[config.mk]
export PLATFORM = sky130hd
export DESIGN_NAME = modular_exponentiation_core
export DESIGN_NICKNAME = d
export VERILOG_FILES = /design/src/design/modexp_pkg.sv /design/src/design/modular_exponentiation_core.sv /design/src/design/modexp_ctrl.sv /design/src/design/modexp_dp.sv
export SDC_FILE = /design/constraint.sdc
export NUM_CORES = 1
export LEC_CHECK = 0
export BUFFER_PORTS_ARGS = -buffer_cell sky130_fd_sc_hd__buf_2
export CAP_MARGIN = 20
export CORE_MARGIN = 10
export CORE_UTILIZATION = 50
export DETAILED_ROUTE_END_ITERATION = 7
export PLACE_DENSITY = 0.75
export SETUP_SLACK_MARGIN = 0.5
export SYNTH_ARGS = -nofsm -noshare
export SYNTH_HDL_FRONTEND = slang
export SYNTH_SLANG_ARGS = --single-unit
[constraint.sdc]
create_clock -name clk -period 20 [get_ports clk]
set_input_delay 1 -clock clk [delete_from_list [all_inputs] [get_ports clk]]
set_output_delay 1 -clock clk [all_outputs]
set_load 0.005 [all_outputs]
[src/design/modexp_pkg.sv]
package modexp_pkg;
  localparam int WORD_BITS = 32;
  localparam int BASE_BITS = 64;
  localparam int CNT_BITS = $clog2(BASE_BITS);
  localparam logic [1:0] REG_MODULUS = 2'd0;
  localparam logic [1:0] REG_PUB_EXP = 2'd1;
  localparam logic [1:0] REG_PRIV_EXP = 2'd2;
  localparam logic [WORD_BITS-1:0] MODULUS_RESET = WORD_BITS'(62615533);
  localparam logic [WORD_BITS-1:0] PUB_EXP_RESET = WORD_BITS'(3);
  localparam logic [WORD_BITS-1:0] PRIV_EXP_RESET = WORD_BITS'(1);

  typedef enum logic [2:0] {
    ST_IDLE, ST_REDUCE, ST_SQUARE, ST_MULT, ST_DONE
  } state_t;

  // controller to datapath
  typedef struct packed {
    logic load;      // capture base, exponent, modulus; set result to one
    logic red_step;  // one bit of base reduction
    logic mul_start; // clear accumulator, load multiplier from result
    logic mul_step;  // one shift-add step
    logic mul_sq;    // operand is result itself (square) else base
    logic mul_wb;    // write accumulator back to result
    logic exp_shift; // advance exponent bit
    logic out_load;  // move result to output register
  } dp_cmd_t;

  typedef struct packed {
    logic exp_bit;
    logic mod_small; // modulus below two
  } dp_stat_t;

  // (a + b) mod m with a, b < m
  function automatic logic [WORD_BITS-1:0] add_mod(
    input logic [WORD_BITS-1:0] a, input logic [WORD_BITS-1:0] b,
    input logic [WORD_BITS-1:0] m);
    logic [WORD_BITS:0] s;
    logic [WORD_BITS:0] d;
    s = {1'b0, a} + {1'b0, b};
    d = s - {1'b0, m};
    return d[WORD_BITS] ? s[WORD_BITS-1:0] : d[WORD_BITS-1:0];
  endfunction
endpackage

[src/design/modular_exponentiation_core.sv]
// Computes base_value ^ exponent mod modulus by left-to-right square-and-multiply.
// One transaction at a time: the 64-bit base is first reduced bit by bit,
// then each of the 32 exponent bits costs a square plus a multiply when the
// bit is set; both use the shift-add modular multiplier, one bit per cycle;
// with a modulus below two the exponent loop is skipped.
// Result waits in an output register; write configuration only while idle.
module modular_exponentiation_core (
  input  logic                                 clk,
  input  logic                                 rst,
  input  logic                                 cfg_we,
  input  logic [1:0]                           cfg_index,
  input  logic [modexp_pkg::WORD_BITS-1:0]     cfg_data,
  input  logic                                 in_valid,
  output logic                                 in_stall,
  input  logic                                 op,
  input  logic [modexp_pkg::BASE_BITS-1:0]     base_value,
  output logic                                 out_valid,
  input  logic                                 out_stall,
  output logic [modexp_pkg::WORD_BITS-1:0]     power_result
);
  logic [modexp_pkg::WORD_BITS-1:0] modulus, pub_exp, priv_exp;
  modexp_pkg::dp_cmd_t cmd;
  modexp_pkg::dp_stat_t stat;
  logic idle, in_fire;

  always_ff @(posedge clk) begin
    if (rst) begin
      modulus <= modexp_pkg::MODULUS_RESET;
      pub_exp <= modexp_pkg::PUB_EXP_RESET;
      priv_exp <= modexp_pkg::PRIV_EXP_RESET;
    end else if (cfg_we) begin
      unique case (cfg_index)
        modexp_pkg::REG_MODULUS: modulus <= cfg_data;
        modexp_pkg::REG_PUB_EXP: pub_exp <= cfg_data;
        modexp_pkg::REG_PRIV_EXP: priv_exp <= cfg_data;
        default: ;
      endcase
    end
  end

  assign in_stall = !idle;
  assign in_fire = in_valid && idle;

  always_ff @(posedge clk) begin
    if (rst) out_valid <= 1'b0;
    else if (cmd.out_load) out_valid <= 1'b1;
    else if (!out_stall) out_valid <= 1'b0;
  end

  modexp_ctrl u_ctrl (
    .clk(clk), .rst(rst), .in_fire(in_fire), .out_busy(out_valid && out_stall),
    .stat(stat), .cmd(cmd), .idle(idle)
  );

  modexp_dp u_dp (
    .clk(clk), .cmd(cmd), .modulus(modulus), .exponent(op ? priv_exp : pub_exp),
    .base_value(base_value), .stat(stat), .result(power_result)
  );
endmodule

[src/design/modexp_ctrl.sv]
module modexp_ctrl (
  input  logic                         clk,
  input  logic                         rst,
  input  logic                         in_fire,
  input  logic                         out_busy,
  input  modexp_pkg::dp_stat_t         stat,
  output modexp_pkg::dp_cmd_t          cmd,
  output logic                         idle
);
  modexp_pkg::state_t state, state_next;
  logic [modexp_pkg::CNT_BITS-1:0] cnt, cnt_next;
  logic [modexp_pkg::CNT_BITS-1:0] ebit, ebit_next;
  logic mul_busy, mul_busy_next;

  always_ff @(posedge clk) begin
    if (rst) begin
      state <= modexp_pkg::ST_IDLE;
      cnt <= '0;
      ebit <= '0;
      mul_busy <= 1'b0;
    end else begin
      state <= state_next;
      cnt <= cnt_next;
      ebit <= ebit_next;
      mul_busy <= mul_busy_next;
    end
  end

  always_comb begin
    state_next = state;
    cnt_next = cnt;
    ebit_next = ebit;
    mul_busy_next = mul_busy;
    cmd = '0;
    idle = 1'b0;
    unique case (state)
      modexp_pkg::ST_IDLE: begin
        idle = 1'b1;
        if (in_fire) begin
          cmd.load = 1'b1;
          cnt_next = '1;
          state_next = modexp_pkg::ST_REDUCE;
        end
      end
      modexp_pkg::ST_REDUCE: begin
        cmd.red_step = 1'b1;
        cnt_next = cnt - 1'b1;
        if (cnt == '0) begin
          ebit_next = modexp_pkg::CNT_BITS'(modexp_pkg::WORD_BITS - 1);
          mul_busy_next = 1'b0;
          state_next = stat.mod_small ? modexp_pkg::ST_DONE : modexp_pkg::ST_SQUARE;
        end
      end
      modexp_pkg::ST_SQUARE, modexp_pkg::ST_MULT: begin
        cmd.mul_sq = (state == modexp_pkg::ST_SQUARE);
        if (!mul_busy) begin
          cmd.mul_start = 1'b1;
          mul_busy_next = 1'b1;
          cnt_next = modexp_pkg::CNT_BITS'(modexp_pkg::WORD_BITS - 1);
        end else begin
          cmd.mul_step = 1'b1;
          cnt_next = cnt - 1'b1;
          if (cnt == '0) begin
            cmd.mul_wb = 1'b1;
            mul_busy_next = 1'b0;
            if (state == modexp_pkg::ST_SQUARE && stat.exp_bit) begin
              state_next = modexp_pkg::ST_MULT;
            end else begin
              cmd.exp_shift = 1'b1;
              ebit_next = ebit - 1'b1;
              state_next = (ebit == '0) ? modexp_pkg::ST_DONE : modexp_pkg::ST_SQUARE;
            end
          end
        end
      end
      modexp_pkg::ST_DONE: begin
        if (!out_busy) begin
          cmd.out_load = 1'b1;
          state_next = modexp_pkg::ST_IDLE;
        end
      end
      default: state_next = modexp_pkg::ST_IDLE;
    endcase
  end
endmodule

[src/design/modexp_dp.sv]
module modexp_dp (
  input  logic                                 clk,
  input  modexp_pkg::dp_cmd_t                  cmd,
  input  logic [modexp_pkg::WORD_BITS-1:0]     modulus,
  input  logic [modexp_pkg::WORD_BITS-1:0]     exponent,
  input  logic [modexp_pkg::BASE_BITS-1:0]     base_value,
  output modexp_pkg::dp_stat_t                 stat,
  output logic [modexp_pkg::WORD_BITS-1:0]     result
);
  localparam int W = modexp_pkg::WORD_BITS;
  logic [modexp_pkg::BASE_BITS-1:0] base_sh;
  logic [W-1:0] base_red, exp_reg, res, acc, mulb, mod_reg;
  logic [W:0] rem2;
  logic [W-1:0] acc2, sum;

  // restoring remainder, one base bit per cycle
  always_comb begin
    rem2 = {base_red, base_sh[modexp_pkg::BASE_BITS-1]};
    acc2 = modexp_pkg::add_mod(acc, acc, mod_reg);
    sum = mulb[W-1] ? modexp_pkg::add_mod(acc2, cmd.mul_sq ? res : base_red, mod_reg) : acc2;
  end

  always_ff @(posedge clk) begin
    if (cmd.load) begin
      base_sh <= base_value;
      base_red <= '0;
      exp_reg <= exponent;
      mod_reg <= modulus;
      res <= W'(1);
    end
    if (cmd.red_step) begin
      base_sh <= {base_sh[modexp_pkg::BASE_BITS-2:0], 1'b0};
      base_red <= (rem2 >= {1'b0, mod_reg}) ? W'(rem2 - {1'b0, mod_reg}) : rem2[W-1:0];
    end
    if (cmd.mul_start) begin
      acc <= '0;
      mulb <= res;
    end
    if (cmd.mul_step) begin
      acc <= sum;
      mulb <= {mulb[W-2:0], 1'b0};
    end
    if (cmd.mul_wb) res <= sum;
    if (cmd.exp_shift) exp_reg <= {exp_reg[W-2:0], 1'b0};
    if (cmd.out_load) result <= (mod_reg < W'(2)) ? '0 : res;
  end

  assign stat.exp_bit = exp_reg[W-1];
  assign stat.mod_small = (mod_reg < W'(2));
endmodule

# Word level (Yosys, flattened, before mapping)
# Cells that the tools add are included.
[totals]
register_bits = 401
out_inout_bits = 34
wordCells = 116
[op_classes]
add_sub_neg = 7
magnitude_cmp = 2
eq_ne = 13
muxes = 53
n_reduce_logical = 22
[op_table]
columns = ["op", "n"]
rows = [
  ["$mux W32", 16],
  ["$mux W64", 2],
  ["$add A32 B32 Y33", 2],
  ["$sub A33 B32 Y33", 2],
  ["$mux W6", 6],
  ["$ge A33 B32 Y1", 1],
  ["$lt A32 B2 Y1 const B", 1],
  ["$sub A32 B32 Y32", 1],
  ["$mux W3", 8],
  ["$pmux W6 S3", 1],
  ["$mux W1", 14],
  ["$logic_not A6 Y1", 2],
  ["$pmux W3 S4", 1],
  ["$pmux W6 S2", 1],
  ["$sub A6 B1 Y6 const B", 2],
  ["$reduce_and A2 Y1", 5],
  ["$reduce_and A5 Y1", 2],
  ["$reduce_bool A2 Y1", 5],
  ["$ne A2 B1 Y1 const B", 4],
  ["$eq A3 B2 Y1 const B", 2],
  ["$ne A2 B2 Y1 const B", 3],
  ["$mux W5", 1],
  ["$mux W2", 2],
  ["$eq A3 B1 Y1 const B", 1],
  ["10 further kinds", 12],
]

# Logic depth before layout (Yosys ltp)
# Gate-level depths: netlist (run 1).
[logic_depth]
word_depth = 12
mapped_depth = 34

# Modules after synthesis
# Synthesis (run 1) repeated with hierarchy kept, for this count alone.
[unflattened]
cells_unflattened = 2464
area_unflattened_um2 = 25668.4
[modules_own_cells]
columns = ["module", "n_inst", "cells_each", "area_each_um2"]
rows = [
  ["modexp_dp", 1, 1925, 20251.9],
  ["modular_exponentiation_core", 1, 414, 4346.7],
  ["modexp_ctrl", 1, 125, 1069.8],
]

# Least setup slack after synthesis (run 1)
# Ideal clock, no wire load.
[synth_timing]
path_kind = "reg2reg"
startpoint = "register u_dp.mod_reg[17]"
endpoint = "register u_dp.acc[10], data pin"
setup_ns = 0.275
t_arrival_ns = 6.798
slack_ns = 12.927
path_stages_with_launch = 34
n_path_buf = 5
synth_period_minus_slack_ns = 7.073
cell_sequence = "edfxtp_1 > inv_1 > ha_1 > buf_2 > a21o_1 > a31oi_1 > o22ai_1 > or3_1 > o21ai_1 > xor2_1 > buf_6 > buf_2 > mux2i_1 > inv_1 > ha_1 > o21ai_0 > o21ai_0 > and3_1 > or2_2 > o21ai_0 > o21ai_0 > xor2_1 > ha_1 > clkbuf_1 > and3_1 > nand2_1 > o41a_1 > nand4_1 > o2111a_1 > o211ai_2 > nand2_8 > buf_12 > mux2i_1 > a211oi_1"
[synth_between]
elab_chain_len = 7
[synth_lines]
columns = ["element", "line_no", "text"]
rows = [
  ["start: declaration", "modexp_dp.sv:12", "logic [W-1:0] base_red, exp_reg, res, acc, mulb, mod_reg;"],
  ["start signal: assignment", "modexp_dp.sv:28", "mod_reg <= modulus;"],
  ["$sub A33 B32 Y33", "modexp_pkg.sv:40", "d = s - {1'b0, m};"],
  ["$mux W32", "modexp_pkg.sv:41", "return d[WORD_BITS] ? s[WORD_BITS-1:0] : d[WORD_BITS-1:0];"],
  ["$add A32 B32 Y33", "modexp_pkg.sv:39", "s = {1'b0, a} + {1'b0, b};"],
  ["$sub A33 B32 Y33", "modexp_pkg.sv:40", ""],
  ["$mux W32", "modexp_pkg.sv:41", ""],
  ["$mux W32 (*)", "modexp_dp.sv:20", "sum = mulb[W-1] ? modexp_pkg::add_mod(acc2, cmd.mul_sq ? res : base_red, mod_reg) : acc2;"],
  ["$mux W32 (*)", "modexp_dp.sv:39", "if (cmd.mul_step) begin"],
  ["end signal: assignment", "modexp_dp.sv:40", "acc <= sum;"],
  ["end: declaration", "modexp_dp.sv:12", ""],
]
# Every way passes the cells marked *; elsewhere a longest branch is shown, timed or not.
# A chain may end at the register's enable or synchronous reset.

# Worst setup path after layout (run 1)
[layout_timing]
startpoint = "register u_dp.mod_reg[26]"
endpoint = "register u_dp.res[7], data pin"
[layout_between]
elab_chain_len = 7
[layout_lines]
columns = ["element", "line_no", "text"]
rows = [
  ["$sub A33 B32 Y33", "modexp_pkg.sv:40", ""],
  ["$mux W32", "modexp_pkg.sv:41", ""],
  ["$add A32 B32 Y33", "modexp_pkg.sv:39", ""],
  ["$sub A33 B32 Y33", "modexp_pkg.sv:40", ""],
  ["$mux W32", "modexp_pkg.sv:41", ""],
  ["$mux W32 (*)", "modexp_dp.sv:20", ""],
  ["$mux W32 (*)", "modexp_dp.sv:43", "if (cmd.mul_wb) res <= sum;"],
  ["end signal: assignment", "modexp_dp.sv:43", ""],
  ["end: declaration", "modexp_dp.sv:12", ""],
]
# Marks and branches as above.

==> impl_metrics.csv, run 1 <==
group,metric,value,unit
cts,clk_pin_slew,60,ps
finish,multiInputGateArea,12900,µm²
sta,min_period,10120,ps
route,ant_nets,0,
global_routing,overflow,0,
floorplanning,initial_utilization,50.4,%
worst_setup_path,r2r_start,"u_dp.mod_reg[26]",
cts,cts_resized,0,
synthesis,synth_nets,2789,
sta,post-route-period-util,50.6,%
synthesis,synth_area_leaders,"edfxtp_1, dfxtp_1, ha_1",
worst_setup_path,slowest_stage,"or4_1",
sta,finalHoldViolCount,0,
cts,cts_tree,"yes",
route,vias,20300,
synthesis,synth_area_per_cell,9.64,µm²
cts,clkLatencyLatePin,610,ps
synthesis,synth-simple-area-share,16.1,%
synthesis,ys.warnings.count,0,
floorplanning,die_height,242,µm
cts,holdBufCountCts,0,
cts,clockBufferDepth,3,
worst_setup_path,path_max_fanout,31,
synthesis,synthMuxAreaShare,6.45,%
route,wirelength,74.6,mm
finish,antenna_cells,0,
worst_setup_path,critPathKind,"flop to flop",
finish,area_growth,11.3,%
sta,fin_skew,37.8,ps
worst_setup_path,end_kind,"flop",
floorplanning,die-area,58400,µm²
finish,top_register,"u_dp.base_sh",
route,drc,0,
placed_design,gp_congestion,0.993,
floorplanning,placementRows,81,
global_routing,grt_max_degree,114,
route,wl_per_cell,22.5,µm
synthesis,synth.top_cell.area_share,34.8,%
synthesis,synth_ff_type,"edfxtp_1",
worst_setup_path,startpoint,"u_dp.mod_reg[26]",
synthesis,synthAdderAreaFrac,6.94,%
sta,slew_violations,0,
route,dr.pass1.iters,6,
synthesis,yosysTopAreaCell,"edfxtp_1",
worst_setup_path,cp-start-kind,"flop",
finish,fin_cells,3320,
synthesis,ys_ff_latch,401,
floorplanning,die_x,242,µm
cts,htreeDepth,2,
finish,largest_reg_flops,64,
min_path,min_from,"modulus[19]",
placed_design,placed_cells,3235,
finish,fillers,4286,
placed_design,portBuffers,137,
synthesis,synth_most_common_cell,"nand2_1",
synthesis,seq_area_frac_synth,44.3,%
sta,worst_pin_slew,1090,ps
finish,ff_latch_area,10900,µm²
cts,cts_sinks,401,
route,vias_per_cell,6.12,
synthesis,synth_xor_area_share,3.35,%
synthesis,synthDistinctLibCells,85,
synthesis,synth_common_cells,"nand2_1, edfxtp_1, a21oi_1",
global_routing,grt_pass1_vias,20000,
finish,drive_gt1_share,12.4,%
cts,post-cts-setup-buffer-count,0,
worst_setup_path,cp.arrival,10430,ps
status,status,"completed",
cts,root_buffer,"clkbuf_16",
sta,slew-limit-headroom,27.3,%
sta,fmax,0.0988,GHz
worst_setup_path,slowest_delay,670,ps
synthesis,netlist_area,24600,µm²
global_routing,grt_pass1_wl,115,mm
synthesis,synth_enable_flop_cells,285,
synthesis,async_reset_ff_share,0,%
worst_setup_path,crit_required,20310,ps
floorplanning,io_pins,138,
route,drt-initial-drc-count,1763,
floorplanning,core,48700,µm²
sta,hold-worst-slack,417,ps
finish,final_nets,2857,
sta,setup_viol,0,
synthesis,postSynthCellCount,2551,
global_routing,grt_antenna_before_repair,1,
min_path,hold_path.class,"flop to flop",
global_routing,grt.total_usage,24.5,%
sta,fin_setup_tns,0,ps
placed_design,hpwl,54.6,mm
synthesis,synth_compound_area_share,19.3,%
synthesis,synth_top_family_by_area,"compound AO/OA/AOI/OAI gates",
placed_design,placed_area,25700,µm²
cts,numCtsBuffers,45,
flow_run,drv_cap,0,
sta,rsz0062_at_grt,"no",
finish,final_cell_area,27400,µm²
==> final timing paths <==
check / end / slack [ps] / cells after the start
worst max-delay path: u_dp.res[7] / 9880 / 27
worst min-delay path: u_dp.mod_reg[19] / 420 / 0
worst min register to register: u_dp.mod_reg[19] / 420 / 0
worst max register to register: u_dp.res[7] / 9880 / 27
==> area by class of cell <==
cell class	instances	area share, %
Multi-Input combinational cell	1933	47.1
Sequential cell	401	39.8
Clock buffer	60	5.01
Timing Repair Buffer	161	3.18
Tap cell	664	3.04
Inverter	77	1.06
Clock inverter	24	0.878
==> routing by layer <==
layer  track usage (%)  share of wire (%)
met1              31.5                 42
met2              40.8                 47
met3              3.76                6.4
met4              9.78                3.9
met5                 0                  0
==> cells in the final DEF, fill, tap and decap left out, types with 83 or more instances in the layout <==
master / instances
ha_1: 130
dfxtp_1: 115
a211oi_1: 83
nand2_1: 343
edfxtp_1: 285
buf_2: 137
nor2_1: 155
mux2i_1: 101
a21oi_1: 218
o21ai_0: 115
==> worst max-delay path, delay by kind of cell (launching register included) <==
family / cells / cell delay, ps
xor gates and xnor gates: 2 / 780
buffers and inverters: 3 / 900
muxes: 1 / 370
and+or+nand+nor: 5 / 1580
adders and majority gates: 3 / 1190
AOI/OAI and AO/OA: 13 / 4500
DFF: 1 / 480
==> through the flow <==
step / utilization, % / setup WS (ps)
3_5_place_dp: 52.8 / 10220
5_1_grt: 56.1 / 9480
6_report: 56.1 / 9880
2_1_floorplan: - / 12930
3_3_place_gp: 52.8 / 10360
4_1_cts: 56.1 / 10160
==> cells by family after synthesis <==
kind of cell / count (synthesis)
buf+inv: 217
fa+ha+maj: 134
mux: 152
xor+xnor: 94
flops: 401
simple gates: 836
compound gates: 717
Power of run 1 is left out: the tool's default activity adds up to more than one toggle a clock period on the data nets, which glitch-free logic cannot reach.
==> inputs of run 2 (changes only) <==
--- a/config.mk
+++ b/config.mk
@@ -5,12 +5,13 @@
 export SDC_FILE = /design/constraint.sdc
 export NUM_CORES = 1
 export LEC_CHECK = 0
+export ABC_AREA = 1
 export BUFFER_PORTS_ARGS = -buffer_cell sky130_fd_sc_hd__buf_2
 export CAP_MARGIN = 20
 export CORE_MARGIN = 10
 export CORE_UTILIZATION = 50
 export DETAILED_ROUTE_END_ITERATION = 7
-export PLACE_DENSITY = 0.75
+export PLACE_DENSITY = 0.78
 export SETUP_SLACK_MARGIN = 0.5
 export SYNTH_ARGS = -nofsm -noshare
 export SYNTH_HDL_FRONTEND = slang
==> constraint.sdc (replaced) <==
create_clock -name clk -period 8.8 [get_ports clk]
set_input_delay 0.44 -clock clk [delete_from_list [all_inputs] [get_ports clk]]
set_output_delay 0.44 -clock clk [all_outputs]
set_load 0.005 [all_outputs]
==> impl_metrics.csv, run 2 <==
group,metric,value,unit
sta,hold-worst-slack,98.7,ps
sta,finalHoldViolCount,0,
worst_setup_path,crit_buf_inv,5,
cts,clk_pin_slew,60,ps
sta,setup_viol,0,
worst_setup_path,r2r_start,"u_dp.mod_reg[23]",
worst_setup_path,critPathKind,"flop to flop",
route,vias,24500,
synthesis,synth_common_cells,"nand2_1, inv_1, nor2_1",
placed_design,pre_cts_ws,1860,ps
synthesis,netlist_area,26500,µm²
synthesis,synthDistinctLibCells,45,
worst_setup_path,path_max_fanout,33,
finish,final_cell_mix,"nand2_1, inv_1, nor2_1",
sta,post-route-period-util,82.8,%
synthesis,ys.warnings.count,0,
synthesis,synth.top_cell.area_share,32.3,%
global_routing,grt_max_degree,96,
finish,top_register,"u_dp.base_sh",
synthesis,yosysTopAreaCell,"edfxtp_1",
global_routing,overflow,0,
route,wirelength,82.9,mm
floorplanning,io_pins,138,
route,dr.pass1.iters,8,
finish,ff_latch_area,10900,µm²
sta,worst_pin_slew,1090,ps
cts,root_buffer,"clkbuf_16",
finish,drive_gt1_share,7.98,%
worst_setup_path,cp.arrival,7570,ps
worst_setup_path,crit_required,9080,ps
status,violations,"DRC",
synthesis,synth_area_per_cell,7.24,µm²
synthesis,synth_enable_flop_cells,285,
sta,rsz0062_at_grt,"no",
floorplanning,initial_utilization,50.4,%
synthesis,seq_area_frac_synth,41.1,%
route,drt-initial-drc-count,2927,
finish,multiInputGateArea,13100,µm²
synthesis,synth_area_leaders,"edfxtp_1, nand2_1, dfxtp_1",
route,ant_nets,0,
placed_design,hpwl,63.8,mm
cts,post-cts-setup-buffer-count,0,
status,status,"finished, violations left",
sta,fin_skew,32.5,ps
sta,fmax,0.137,GHz
cts,cts_tree,"yes",
worst_setup_path,slowest_stage,"nand2_2",
sta,finalWorstSetupSlack,1510,ps
synthesis,async_reset_ff_share,0,%
worst_setup_path,crit_path_frequent_cell,"nand2_1",
worst_setup_path,crit_family,"simple AND/OR/NAND/NOR gates",
global_routing,grt_pass1_vias,22900,
finish,largest_reg_flops,64,
finish,layout_commonest_cell,"nand2_1",
synthesis,postSynthCellCount,3660,
floorplanning,core,52600,µm²
worst_setup_path,rrSetupSlack,1510,ps
route,vias_per_cell,5.47,
cts,cts_resized,0,
worst_setup_path,cp-start-kind,"flop",
global_routing,grt.total_usage,25.6,%
global_routing,grt_pass1_wl,127,mm
finish,final_nets,3989,
synthesis,synth_most_common_cell,"nand2_1",
route,drc,4,
synthesis,ys_ff_latch,401,
cts,holdBufCountCts,0,
floorplanning,die_x,250,µm
cts,numCtsBuffers,42,
flow_run,drv_cap,0,
min_path,hold_depth,3,
worst_setup_path,rr_worst_depth,35,
finish,fillers,4991,
floorplanning,die_height,250,µm
synthesis,synth_nets,3898,
worst_setup_path,slowest_delay,540,ps
sta,min_period,7290,ps
sta,slew-limit-headroom,27.6,%
floorplanning,placementRows,84,
min_path,hold_path.class,"input pin to flop",
synthesis,synth_ff_type,"edfxtp_1",
min_path,holdPathEnd,"modulus[25]",
floorplanning,die-area,62600,µm²
cts,cts_sinks,401,
placed_design,portBuffers,137,
placed_design,gp_congestion,1.03,
worst_setup_path,end_kind,"flop",
sta,fin_setup_tns,0,ps
route,wl_per_cell,18.5,µm
cts,htreeDepth,2,
min_path,min_from,"cfg_data[25]",
cts,clockBufferDepth,3,
worst_setup_path,r2r-end,"u_dp.acc[5]",
sta,slew_violations,0,
cts,clkLatencyLatePin,600,ps
global_routing,grt_antenna_before_repair,3,
finish,area_growth,10.4,%
## run 2: cell count changes after synthesis, sizes merged, moves of 83 or more
cell / previous run / this run
inv: 76 / 552
a211oi: 83 / 0
nand3: 46 / 174
nor2: 158 / 396
mux2i: 101 / 1
nand2: 347 / 1133
o21ai: 122 / 274
## run 2: worst max-delay path by stage
stage | startpoint | end | depth (start not counted)
finish | u_dp.mod_reg[23] | u_dp.acc[5] | 35
global route | u_dp.mod_reg[23] | u_dp.acc[30] | 40
CTS | u_dp.mod_reg[23] | u_dp.acc[31] | 35
detailed placement | u_dp.mod_reg[23] | u_dp.acc[5] | 35
global placement | u_dp.mod_reg[23] | u_dp.acc[31] | 35
floorplan | u_dp.mod_reg[1] | u_dp.res[19] | 36
## run 2: cell type report
cell class / count / share of cell area (%)
Antenna cell: 3 / 0.0257
Clock buffer: 56 / 4.13
Clock inverter: 21 / 0.864
Inverter: 552 / 7.08
Multi-Input combinational cell: 2599 / 44.8
Sequential cell: 401 / 37.2
Tap cell: 688 / 2.94
Timing Repair Buffer: 155 / 2.94
## run 2: worst min-delay path, stage by stage
cell	delay [ps]
buf_2	100
nand2_1	60
nand3_1	70
## run 2: through the flow
stage          instances  area [µm²]  utilization (%)
2_1_floorplan       3660       26500                -
3_5_place_dp        4393       27700             52.8
5_1_grt             4475       29300             55.7
6_report            4475       29300             55.7
4_1_cts             4470       29200             55.5
3_3_place_gp        4393       27700             52.8
## run 2: metal layers
layer	GRT usage, %	up-vias	part of all wire, %
met3	3.65	224	8.2
met2	39.6	1073	44
met4	14.4	2	6.0
li1	-	12000	-
met5	1.27	-	0.13
met1	33.7	11200	42
## run 2: cells by family (layout without fill, tap and decap cells)
logic type	after synthesis	count (layout)	share of synthesized area (%)
muxes	1	1	0.0378
xor gates and xnor gates	74	74	2.45
other	0	3	0
adders and majority gates	134	134	6.44
DFF	401	401	41.1
AOI/OAI and AO/OA	566	566	12.0
buffers and inverters	660	784	9.66
and+or+nand+nor	1824	1824	28.3
Power of run 2 is left out for the same reason.
